$ cat config.mk
export PLATFORM = sky130hd
export DESIGN_NAME = aat_regs
export DESIGN_NICKNAME = d
export VERILOG_FILES = /design/src/rtl/aat_pkg.sv /design/src/rtl/aat_regs.sv
export SDC_FILE = /design/constraint.sdc
export NUM_CORES = 1
export LEC_CHECK = 0
export BUFFER_PORTS_ARGS = -buffer_cell sky130_fd_sc_hd__buf_4
export CELL_PAD_IN_SITES_DETAIL_PLACEMENT = 0
export CELL_PAD_IN_SITES_GLOBAL_PLACEMENT = 1
export CORE_ASPECT_RATIO = 2
export CORE_MARGIN = 2
export CORE_UTILIZATION = 34
export CTS_BUF_LIST = sky130_fd_sc_hd__clkbuf_2 sky130_fd_sc_hd__clkbuf_4 sky130_fd_sc_hd__clkbuf_8
export CTS_CLUSTER_SIZE = 8
export DETAILED_ROUTE_END_ITERATION = 12
export PLACE_DENSITY_LB_ADDON = 0.1
export SLEW_MARGIN = 15
export SYNTH_ARGS = -nofsm -noshare
export SYNTH_HDL_FRONTEND = slang
export SYNTH_SLANG_ARGS = --single-unit
$ cat constraint.sdc
create_clock -name clk -period 1.1 [get_ports clk]
set_clock_uncertainty 0.1 [all_clocks]
set_input_delay 0.055 -clock clk [delete_from_list [all_inputs] [get_ports clk]]
set_output_delay 0.055 -clock clk [all_outputs]
set_load 0.1 [all_outputs]
$ cat src/rtl/aat_pkg.sv
// Shared constants of the box transform: default widths and register map.
package aat_pkg;

	localparam int COORD_WIDTH_DEF = 32;
	localparam int COEF_WIDTH_DEF  = 16;

	localparam int PADDR_WIDTH = 5;
	localparam int PDATA_WIDTH = 64;

	// Register index is byte address divided by eight.
	localparam int REG_IDX_LSB = 3;
	localparam logic [1:0] REG_ROW0 = 2'd0;
	localparam logic [1:0] REG_ROW1 = 2'd1;
	localparam logic [1:0] REG_ROW2 = 2'd2;

endpackage

$ cat src/rtl/aat_regs.sv
// Matrix row registers behind the APB-style configuration port.
module aat_regs #(
	parameter int COEF_WIDTH = aat_pkg::COEF_WIDTH_DEF
) (
	input  logic                             clk,
	input  logic                             arst_n,
	input  logic                             psel,
	input  logic                             penable,
	input  logic                             pwrite,
	input  logic [aat_pkg::PADDR_WIDTH-1:0] paddr,
	input  logic [aat_pkg::PDATA_WIDTH-1:0] pwdata,
	output logic [aat_pkg::PDATA_WIDTH-1:0] prdata,
	output logic                             pready,
	output logic [3*COEF_WIDTH-1:0]          rows [3]
);

	localparam int RW = 3 * COEF_WIDTH;
	localparam int F  = COEF_WIDTH - 2;

	logic [RW-1:0] row_q [3];
	logic [1:0]    idx;
	logic          wr_en;

	assign pready = 1'b1;
	assign idx    = paddr[aat_pkg::REG_IDX_LSB +: 2];
	assign wr_en  = psel && penable && pwrite && pready;

	// Reset is the identity: 1.0 on the diagonal.
	always_ff @(posedge clk or negedge arst_n) begin
		if (!arst_n) begin
			for (int j = 0; j < 3; j++) begin
				row_q[j] <= RW'(1) << (COEF_WIDTH * j + F);
			end
		end else if (wr_en) begin
			unique case (idx)
				aat_pkg::REG_ROW0: row_q[0] <= pwdata[RW-1:0];
				aat_pkg::REG_ROW1: row_q[1] <= pwdata[RW-1:0];
				aat_pkg::REG_ROW2: row_q[2] <= pwdata[RW-1:0];
				default: ;
			endcase
		end
	end

	always_comb begin
		unique case (idx)
			aat_pkg::REG_ROW0: prdata = aat_pkg::PDATA_WIDTH'(row_q[0]);
			aat_pkg::REG_ROW1: prdata = aat_pkg::PDATA_WIDTH'(row_q[1]);
			aat_pkg::REG_ROW2: prdata = aat_pkg::PDATA_WIDTH'(row_q[2]);
			default:           prdata = '0;
		endcase
	end

	assign rows = row_q;

endmodule

# [Word-level counts from Yosys, hierarchy flattened]
# Cells that the tools add are included.
# Widths: inputs -> output; s select.
[word_totals] reg_bits=144 output_inout_bits=209 elab_cells=12
[classes] n_eq_ne=2 n_mux=1 n_reduce_logical=6
[op_table] op="$pmux 48 s3" count=1
[op_table] op="$reduce_and 2->1" count=3
[op_table] op="$eq 2x1->1 const B" count=1
[op_table] op="$eq 2x2->1 const B" count=1
[op_table] op="$logic_and 1x1->1" count=2
[op_table] op="$logic_not 2->1" count=1

# [Logic depth before layout (Yosys ltp)]
[logic_depth] ltp_word=3 mapped_depth=6 mapped_depth_nobuf=3

# [Worst setup path before layout]
# Ideal clock, no wire load.
[synth_timing] kind="reg2out" start="reg row_q (netlist bit rows[75])" end="out prdata[27] (netlist name)" arrival_ps=3213 path_slack_ps=-2268 path_stages_with_launch=3 path_buffers=0 cell_sequence="dfrtp_1 mux2i_1 o21ai_0"
[synth_between] elab_chain_len=1
[synth_rtl] element="start: declaration" line_no="aat_regs.sv:20" rtl="logic [RW-1:0] row_q [3];"
[synth_rtl] element="start signal: indexed assignment" line_no="aat_regs.sv:32" rtl="row_q[j] <= RW'(1) << (COEF_WIDTH * j + F);"
[synth_rtl] element="$pmux 48 s3" line_no="aat_regs.sv:45" rtl="unique case (idx)"
[synth_rtl] element="end: declaration" line_no="aat_regs.sv:12" rtl="output logic [aat_pkg::PDATA_WIDTH-1:0] prdata,"
# Every way passes these cells.

# [Worst setup path after layout]
[layout_timing] start="reg row_q (netlist bit rows[110])" end="out prdata[14] (netlist name)"
# Same word-level chain as after synthesis.

==> run_results.csv <==
group,metric,value,unit
status,outcome,"finished, violations left",
status,violations,"hold timing, setup timing",
yosys,synth_compound_gate_area_share,3.670,%
placement,dp_hpwl,16.76,mm
clock_network,worstSkewPairLatency,0.43,ns
floorplanning,ios,283,
timing,fin_tns_setup,-59.71,ns
route,routed_via_density,4.850,
pwr,p_comb_share,66.1,%
placement,port_buffers,246,
clock_network,cts_made_buffers,17,
route,ant_nets,0,
finish,syn2layout_area_growth,139.0,%
placement,placed_area,11450,um2
timing,period_share,151.8,%
yosys,yosys_warnings,0,
yosys,syn_avg_cell_area,13.44,um2
pwr,seq_power_share,22.0,%
pwr,p_int,0.02085,W
pwr,peakVddDrop,1.716,mV
clock_network,clock_path_buffers,2,
timing,timing.hold.ws,-0.04067,ns
global_routing,grt_pass1_vias,7056,
timing,fmax,599.0,MHz
route,routed_wl,27.47,mm
pwr,clkPwrFrac,11.9,%
clock_network,cts_tree,"yes",
floorplanning,coreArea,18830,um2
route,wl_per_cell,22.93,um
finish,final_nets,1004,
yosys,synth_fa_ha_area_share,0,%
clock_network,cts_root_buffer,"clkbuf_8",
run,cap_violations,0,
critical_path,worst-path-max-fanout,2,
placement,place_ws,-0.3364,ns
yosys,ys_types,18,
finish,layout-drive-gt1-share,88.02,%
timing,drv_slew,0,
clock_network,htreeDepth,4,
floorplanning,die_w,102.1,um
timing,slew_headroom,57.63,%
global_routing,grt_max_degree,37,
critical_path,r2r_slack,-0.14,ns
floorplanning,die-area,20440,um2
route,vias,5810,
floorplanning,die_h,200.2,um
yosys,netlist_area,6545,um2
timing,hold_viol,20,
pwr,power.leakage,6.543,nW
placement,gp_congestion,0.8019,
yosys,synthMuxAreaShare,33.26,%
critical_path,setup.worst_path.start_class,"register",
floorplanning,start_util,34.75,%
timing,worst_slack,-0.5694,ns
critical_path,arrival,1.51,ns
clock_network,path_clk_slew,0.09,ns
pwr,power.density,2602,nW/um2
global_routing,antenna_found_initial,0,
critical_path,timing.rr.start,"rows[136]",
finish,largest_register_ffs,144,
pwr,p_sw,0.01986,W
timing,finalSetupViolCount,247,
worst_hold_path,hold_class,"in2async",
yosys,synth_top_family_by_area,"multiplexers",
clock_network,postCtsHoldBufs,49,
clock_network,cts_sinks,144,
route,drt_iter0_markers,136,
yosys,synth_xor_area_share,0,%
critical_path,cp-end-kind,"output port",
global_routing,grt_pass1_wl,41.60,mm
yosys,synth_simple_gate_area_share,3.250,%
pwr,p_sw_share,48.79,%
global_routing,globalRouteTotalUtil,27.05,%
critical_path,path_class,"reg2out",
timing,finalCriticalPeriod,1.669,ns
yosys,ys_seq_elements,144,
timing,rsz0062_at_grt,"yes",
finish,fin_area,15640,um2
route,drc,0,
yosys,synth.yosys.seq_area_share,55.11,%
timing,tightest_slew,0.6356,ns
floorplanning,num_rows,71,
route,first_pass_iters,4,
global_routing,grt_overflow_total,0,
critical_path,required,0.94,ns
critical_path,cp-startpoint,"rows[110]",
finish,diodes,0,
yosys,syn_inst,487,
[cells by family after synthesis]
logic type,Yosys count
buffers and inverters,48
AO/OA/AOI/OAI,48
multiplexers,192
AND/OR/NAND/NOR,53
flip-flops,144
other,2
[per-layer routing]
| layer | track usage (%) | routed length (um) |
|---|---|---|
| met1 | 26.86 | 9222 |
| met2 | 51.86 | 16140 |
| met3 | 6.490 | 1269 |
| met4 | 10.24 | 833 |
| met5 | 0 | 0 |
[cell type report]
type / count / area [um2]
repair buffers: 457 / 6645
multi-input cells: 310 / 4135
flip-flops and latches: 144 / 4090
fillers: 906 / 3189
well taps: 255 / 319.1
clock buffers: 23 / 297.8
clock inverters: 9 / 156.4
[critical path: stages, from the launching register on]
cell	delay (ns)
dfstp_4	0.64
mux2i_4	0.07
o21ai_4	0.17
buf_12	0.19
[Yosys cell counts]
master / n / area share, %
nand3_1: 1 / 0.076
buf_6: 3 / 0.52
mux2_2: 124 / 21
o21ai_0: 48 / 3.7
nor3b_1: 1 / 0.11
buf_2: 15 / 1.1
dfrtp_1: 141 / 54
dfstp_2: 3 / 1.2
or3b_1: 1 / 0.13
buf_4: 21 / 2.4
buf_1: 2 / 0.11
mux2i_1: 48 / 7.3
clkbuf_1: 7 / 0.40
conb_1: 2 / 0.11
nor2b_1: 1 / 0.096
mux2_4: 20 / 4.6
nor3_1: 1 / 0.076
nand2_1: 48 / 2.8
[timing repair]
action | in CTS | in global routing
hold endpoints to repair | 288 | 20
pin swaps | 33 | 1
buffers inserted | 20 | 81
setup endpoints to repair | 236 | 272
gates resized for setup | 673 | 121
[cell usage in the layout (no fill, tap or decap)]
cell type,count
buf_12,209
buf_4,72
buf_6,127
bufinv_16,4
clkbuf_4,3
clkbuf_8,20
clkinv_2,1
clkinv_4,1
clkinvlp_4,3
conb_1,17
dfrtp_2,23
dfrtp_4,118
dfstp_4,3
dlygate4sd3_1,49
mux2_2,58
mux2_4,86
mux2i_4,48
nand2_1,47
nand2_4,1
nand3_4,1
nor2b_4,1
nor3_4,1
nor3b_4,1
o21ai_4,48
or3b_4,1
[per-stage QoR]
stage          util (%)  power, W  instances
6_report          83.07   0.04070       1198
4_1_cts           81.27   0.03990       1184
3_3_place_gp      60.82   0.02881       1083
5_1_grt           83.07   0.04174       1198
2_1_floorplan         -   0.02407        502
3_5_place_dp      60.82   0.02908       1083
[power groups by stage]
stage | Sequential, W | Clock (W) | Combinational, W
after global routing | 0.00912 | 0.00513 | 0.0275
after floorplan | 0.0179 | 0 | 0.00621
after CTS | 0.00891 | 0.00490 | 0.0261
final | 0.00897 | 0.00484 | 0.0269
after global placement | 0.00851 | 0 | 0.0203
after detailed placement | 0.00862 | 0 | 0.0205
[final timing paths]
check	to	depth (start not counted)
min in group clk	rows[116]	5
hold / removal	rows[43]	2
max in group asynchronous	rows[110]	3
setup / recovery	prdata[14]	3
hold reg to reg	rows[30]	1
setup reg to reg	rows[136]	3
(Power assumes the default switching activity.)
