`src/rtl/aat_pkg.sv`:
```
// Shared constants of the box transform: default widths and register map.
package aat_pkg;

	localparam int COORD_WIDTH_DEF = 32;
	localparam int COEF_WIDTH_DEF  = 16;

	localparam int PADDR_WIDTH = 5;
	localparam int PDATA_WIDTH = 64;

	// Register index is byte address divided by eight.
	localparam int REG_IDX_LSB = 3;
	localparam logic [1:0] REG_ROW0 = 2'd0;
	localparam logic [1:0] REG_ROW1 = 2'd1;
	localparam logic [1:0] REG_ROW2 = 2'd2;

endpackage

```
`src/rtl/aat_prep.sv`:
```
// First pipeline stage: box centre and absolute half-extent per axis.
module aat_prep #(
	parameter int COORD_WIDTH = aat_pkg::COORD_WIDTH_DEF
) (
	input  logic                          clk,
	input  logic                          arst_n,
	input  logic                          up_valid,
	output logic                          up_ready,
	input  logic signed [COORD_WIDTH-1:0] lo [3],
	input  logic signed [COORD_WIDTH-1:0] hi [3],
	input  logic signed [COORD_WIDTH-1:0] org [3],
	output logic                          dn_valid,
	input  logic                          dn_ready,
	output logic signed [COORD_WIDTH-1:0] cen_s1 [3],
	output logic        [COORD_WIDTH-1:0] ext_s1 [3],
	output logic signed [COORD_WIDTH-1:0] org_s1 [3]
);

	localparam int CW = COORD_WIDTH;

	logic signed [CW:0]   sum [3];
	logic signed [CW-1:0] cen [3];
	logic signed [CW:0]   ext [3];
	logic        [CW:0]   mag [3];
	logic                 valid_s1;

	always_comb begin
		for (int j = 0; j < 3; j++) begin
			sum[j] = $signed({lo[j][CW-1], lo[j]}) + $signed({hi[j][CW-1], hi[j]});
			cen[j] = sum[j][CW:1];
			ext[j] = $signed({hi[j][CW-1], hi[j]}) - $signed({cen[j][CW-1], cen[j]});
			// The magnitude never exceeds 2^(CW-1), so CW bits hold it unsigned.
			mag[j] = ext[j][CW] ? (CW+1)'(-ext[j]) : ext[j];
		end
	end

	assign up_ready = !valid_s1 || dn_ready;
	assign dn_valid = valid_s1;

	always_ff @(posedge clk or negedge arst_n) begin
		if (!arst_n) begin
			valid_s1 <= 1'b0;
		end else if (up_ready) begin
			valid_s1 <= up_valid;
		end
	end

	always_ff @(posedge clk) begin
		if (up_valid && up_ready) begin
			for (int j = 0; j < 3; j++) begin
				cen_s1[j] <= cen[j];
				ext_s1[j] <= mag[j][CW-1:0];
				org_s1[j] <= org[j];
			end
		end
	end

endmodule

```
`config.mk`:
```
export PLATFORM = sky130hd
export DESIGN_NAME = aat_prep
export DESIGN_NICKNAME = d
export VERILOG_FILES = /design/src/rtl/aat_pkg.sv /design/src/rtl/aat_prep.sv
export SDC_FILE = /design/constraint.sdc
export NUM_CORES = 1
export LEC_CHECK = 0
export BUFFER_PORTS_ARGS = -buffer_cell sky130_fd_sc_hd__buf_2
export CAP_MARGIN = 30
export CELL_PAD_IN_SITES_DETAIL_PLACEMENT = 0
export CELL_PAD_IN_SITES_GLOBAL_PLACEMENT = 1
export CORE_UTILIZATION = 44
export DETAILED_ROUTE_END_ITERATION = 6
export HOLD_SLACK_MARGIN = 0.15
export PLACE_DENSITY_LB_ADDON = 0.1
export SYNTH_ARGS = -nofsm -noshare
export SYNTH_HDL_FRONTEND = slang
export SYNTH_SLANG_ARGS = --single-unit
```
`constraint.sdc`:
```
create_clock -name clk -period 13.7 [get_ports clk]
set_clock_uncertainty 0.2 [all_clocks]
set_input_delay 0.685 -clock clk [delete_from_list [all_inputs] [get_ports clk]]
set_output_delay 0.685 -clock clk [all_outputs]
set_load 0.005 [all_outputs]
```
# Word level (Yosys, flattened, before mapping)
# Index checks and enable logic that the tools add are counted.
# Widths: inputs -> output; s select.
# classes
muxes,3
addsub,9
reduce_logical,3
# ops
cell,n
$add 32x32->33,3
$sub 32x32->33,3
$mux 32,3
$neg 32->32,3
$logic_and 1x1->1,1
$logic_not 1->1,1
$logic_or 1x1->1,1
# totals
input_bits,292
reg_bits,289
word_cells,25
output_inout_bits,290

# Depth between registers and ports, before layout
# logic_depth
ltp_word,4
depth_mapped,27
ltp_nobuf,25

# Least setup slack after synthesis
# No wires, ideal clock.
# synth_path
path_type,input to register
start,input port dn_ready
end,"register cen_s1[0] (netlist name), enable pin"
n_path_buf,0
setup_slack_ps,5421
required_time_ps,12813
setup_ps,687
cell_stages,2
arrival_ps,7392
cell_sequence,nand2b_1 and2_1
# synth_via
elab_chain_cells,2
# synth_lines
element,line_no,rtl
start: declaration,aat_prep.sv:13,"input logic dn_ready,"
$logic_or 1x1->1,aat_prep.sv:37,assign up_ready = !valid_s1 || dn_ready;
$logic_and 1x1->1,aat_prep.sv:49,if (up_valid && up_ready) begin
end signal: indexed assignment,aat_prep.sv:51,cen_s1[j] <= cen[j];
end: declaration,aat_prep.sv:14,"output logic signed [COORD_WIDTH-1:0] cen_s1 [3],"
# No other way between the ends.
# A chain may end at the register's enable or synchronous reset.

==> results.txt <==
- Of the post-synthesis cell area, the dominant cell type holds 0.400.
* Weighted congestion at the end of routability-driven global placement: 0.917
- For this run, the total global-route usage over all layers was measured as 0.259.
* Fraction of registers with async set or reset after synthesis: 0.00346
- Data on the critical path is required at its endpoint by 13.79 ns.
- Number of flops mapped to enable cells by yosys: 288
* Wire length of the first global-routing pass: 102 mm
- Together, buffers and inverters on the worst path number 4.
- The final count of pins violating max slew was 0.
* Final ANT Viol Nets: 0
- A synthesized cell averages 9.79 um^2.
* Ports: 582
- Clk pwr share: 0.247
- First drt pass iteration count: 6
- Setup violations remaining at the end of the flow were counted as 0.
* Post-route fraction of the period consumed by the critical path: 0.522
* Initial core utilization: 0.450
* Max H-tree Level: 2
- Primary flip-flop cell chosen by synthesis mapping: edfxtp_1
- Maximum number of buffers from clock root to sink: 3
- Clk_lat worst skew: 0.56 ns
- CTS resizes: 0
- Crit path largest cell delay: 0.50 ns
- Count of cells along the worst hold path: 3
* DRT Wirelength: 66.4 mm
* Maximum clock frequency: 0.140 GHz
* Share of synthesized area occupied by flip-flops and latches: 0.401
- During placement, the flow inserted port buffers numbering 581.
- The min-delay analysis places its worst path in the category in -> reg.
- The share of total power dissipated in combinational logic is 0.431.
* Most common cell after layout, fill and taps aside: buf_2
- Initial detailed-routing violation count: 1,183
- Counting distinct cell types in the post-synthesis netlist gives 99.
- TritonCTS built the clock tree.
- Detailed-route wire length per cell: 18.7 um
- The critical path is of the in -> reg type.
- Most frequent cell on the critical path: a31oi_1
- Via count of the first global-routing pass: 18,796
* CTS root buffer: clkbuf_16
- Of the total power, the share spent switching nets is 0.361.
* Leading post-synthesis cells by cell area: edfxtp_1 (40%), ha_1 (8.7%), xnor2_1 (7.2%), a21oi_1 (3.5%), xor2_1 (3.0%)
* Worst max-slew margin expressed relative to the limit: 0.358
- In this run the horizontal extent of the chip is 224 um.
* Outcome: finished clean
* Sequential share of power: 0.322
- From bottom edge to top edge, the die measures 224 um.
* Setup TNS: 0 ns
- Compared with the post-synthesis result, the final layout area differs by 26.8%.
- Synth Net Count: 2,657
* Final critical-path required period: 7.15 ns
* Standard-cell row count: 80
- The number of setup buffers added after CTS is 0.
* Net count, final: 3,346
- Cell Pwr Density: 142 nW/um^2
- Layout cells sized above 1: 0.240
- Kind of end point of the critical path: flop
* LEAKAGE: 11.8 nW
- Die outline area: 50,000 um^2
* Setup repair after global routing missed its margin: no
- Residual overflow from global routing: 0
- At the worst endpoint, the arrival time is 7.24 ns.
- The number of clock buffers added by TritonCTS is 38.
- The HPWL after detailed placement is 53.6 mm.
- After clock tree synthesis, the clock-pin slew on the worst setup and hold paths is 0.07 ns.
- The worst setup path is launched from a primary input.
- Cell count of the worst reg-to-reg path: 4
- Post-layout total power: 3.89 mW
* Highest-delay cell along the critical path: o41ai_2
- The initial antenna violation count is 13.
* # Max-Cap Violations: 0
- Net switching power: 1.40 mW
* Top library cells by usage in the layout, fill and taps aside: buf_2 (581), edfxtp_1 (288), xnor2_1 (177)
- Dividing the detail-routed via count by the number of cells gives 5.45.
* Count of endpoints failing hold in the final timing report: 0
- The path with the worst hold slack has its endpoint at dn_valid.
* Kind of cell adding the most delay to the critical path: compound AO/OA/AOI/OAI gates
* Worst hold path startpoint: dn_ready
- Beginning of the worst register-to-register path: dn_valid
* Seq cells post-synth: 289
- Max FO, Critical Path: 27
- The worst-case IR drop observed on VDD is 0.0945 mV.
* Number of clock sinks: 289
* Biggest area consumer among synthesized cells: edfxtp_1
- Flop-to-flop setup slack: 10.79 ns
- Core Box Area: 48,000 um^2
- Cell internal pwr: 2.49 mW
- Synthesized netlist cell count: 2,208
* Endpoint of the lowest-slack register-to-register path: ext_s1[33]
- Netlist Area Pre-Place: 21,600 um^2
- Yosys Warn Count: 0
- Detailed routing inserted a total of 19,319 vias.
- In the routed design, unresolved DRC markers number 0.
- Pin count of the biggest net entering global routing: 81
* Transition at the pin with the smallest max-transition slack: 0.963 ns
==> metal layers <==
layer	up-vias	track usage	wire, um
li1	9593	-	-
met1	9127	0.320	28100
met2	482	0.454	32800
met3	99	0.0554	3870
met4	18	0.0705	1520
met5	-	0	118
==> worst max path at each step <==
stage,slack [ns],from,cells past startpoint,endpoint
floorplan,5.42,dn_ready,2,cen_s1[0]
global placement,6.09,hi[33],27,ext_s1[60]
detailed placement,6.00,hi[33],27,ext_s1[36]
CTS,6.56,hi[33],27,ext_s1[36]
global route,6.06,hi[33],27,ext_s1[40]
finish,6.55,hi[33],27,ext_s1[36]
==> state kept, by name (all words and copies together) (netlist names) <==
register / cells
cen_s1: 96
dn_valid: 1
ext_s1: 96
org_s1: 96
==> timing repair <==
action,in CTS,in global routing
hold endpoints to repair,98,0
hold buffers,98,0
endpoints found under the setup margin,0,0
==> tightest hold or removal path, stage by stage <==
cell      delay (ns)
buf_2           0.07
nand2b_1        0.13
nand2b_1        0.07
==> logic make-up after synthesis <==
logic type	share of synthesized area
simple gates	0.158
compound gates	0.187
flops	0.401
xor+xnor	0.110
buf+inv	0.0360
fa+ha+maj	0.105
mux	0.00330
==> power groups by stage <==
stage          combinational (mW)  sequential (mW)  clock (mW)
3_3_place_gp                 1.62             1.27           0
3_5_place_dp                 1.65             1.27           0
5_1_grt                      1.86             1.27        1.01
6_report                     1.67             1.25       0.962
2_1_floorplan                1.13             1.30           0
4_1_cts                      1.68             1.26       0.984
==> per-stage QoR <==
step | setup slack [ns] | instance area [um^2] | util | cells | hold WS [ns]
6_report | 6.55 | 27400 | 0.570 | 3545 | 0.232
5_1_grt | 6.06 | 27400 | 0.570 | 3543 | 0.229
4_1_cts | 6.56 | 27400 | 0.569 | 3540 | 0.202
3_5_place_dp | 6.00 | 25200 | 0.524 | 3373 | 0.262
3_3_place_gp | 6.09 | 25200 | 0.524 | 3373 | 0.260
2_1_floorplan | 5.42 | 21600 | - | 2208 | 0.189
==> synth_stat cells (31+ instances only) <==
library cell  instances
inv_1               164
and3_1               33
o21ai_0             108
nand3_1              42
nor2_1              130
o31ai_1              32
nand2b_1             38
o211ai_1             35
and2_1               36
or3_1                31
nand2_1             163
xnor2_1             177
ha_1                151
nor3_1               62
a21o_1               61
edfxtp_1            288
a21oi_1             150
xor2_1               75
==> layout make-up <==
class,count,area [um^2]
multi-input combinational,1718,12200
clock inverter,25,201
sequential,289,8670
antenna,4,10.0
fill,4325,20700
inverter,164,616
clock buffer,44,995
tap,615,769
timing repair buffer,686,3960
No activity file was read; power rests on OpenSTA's default activity.
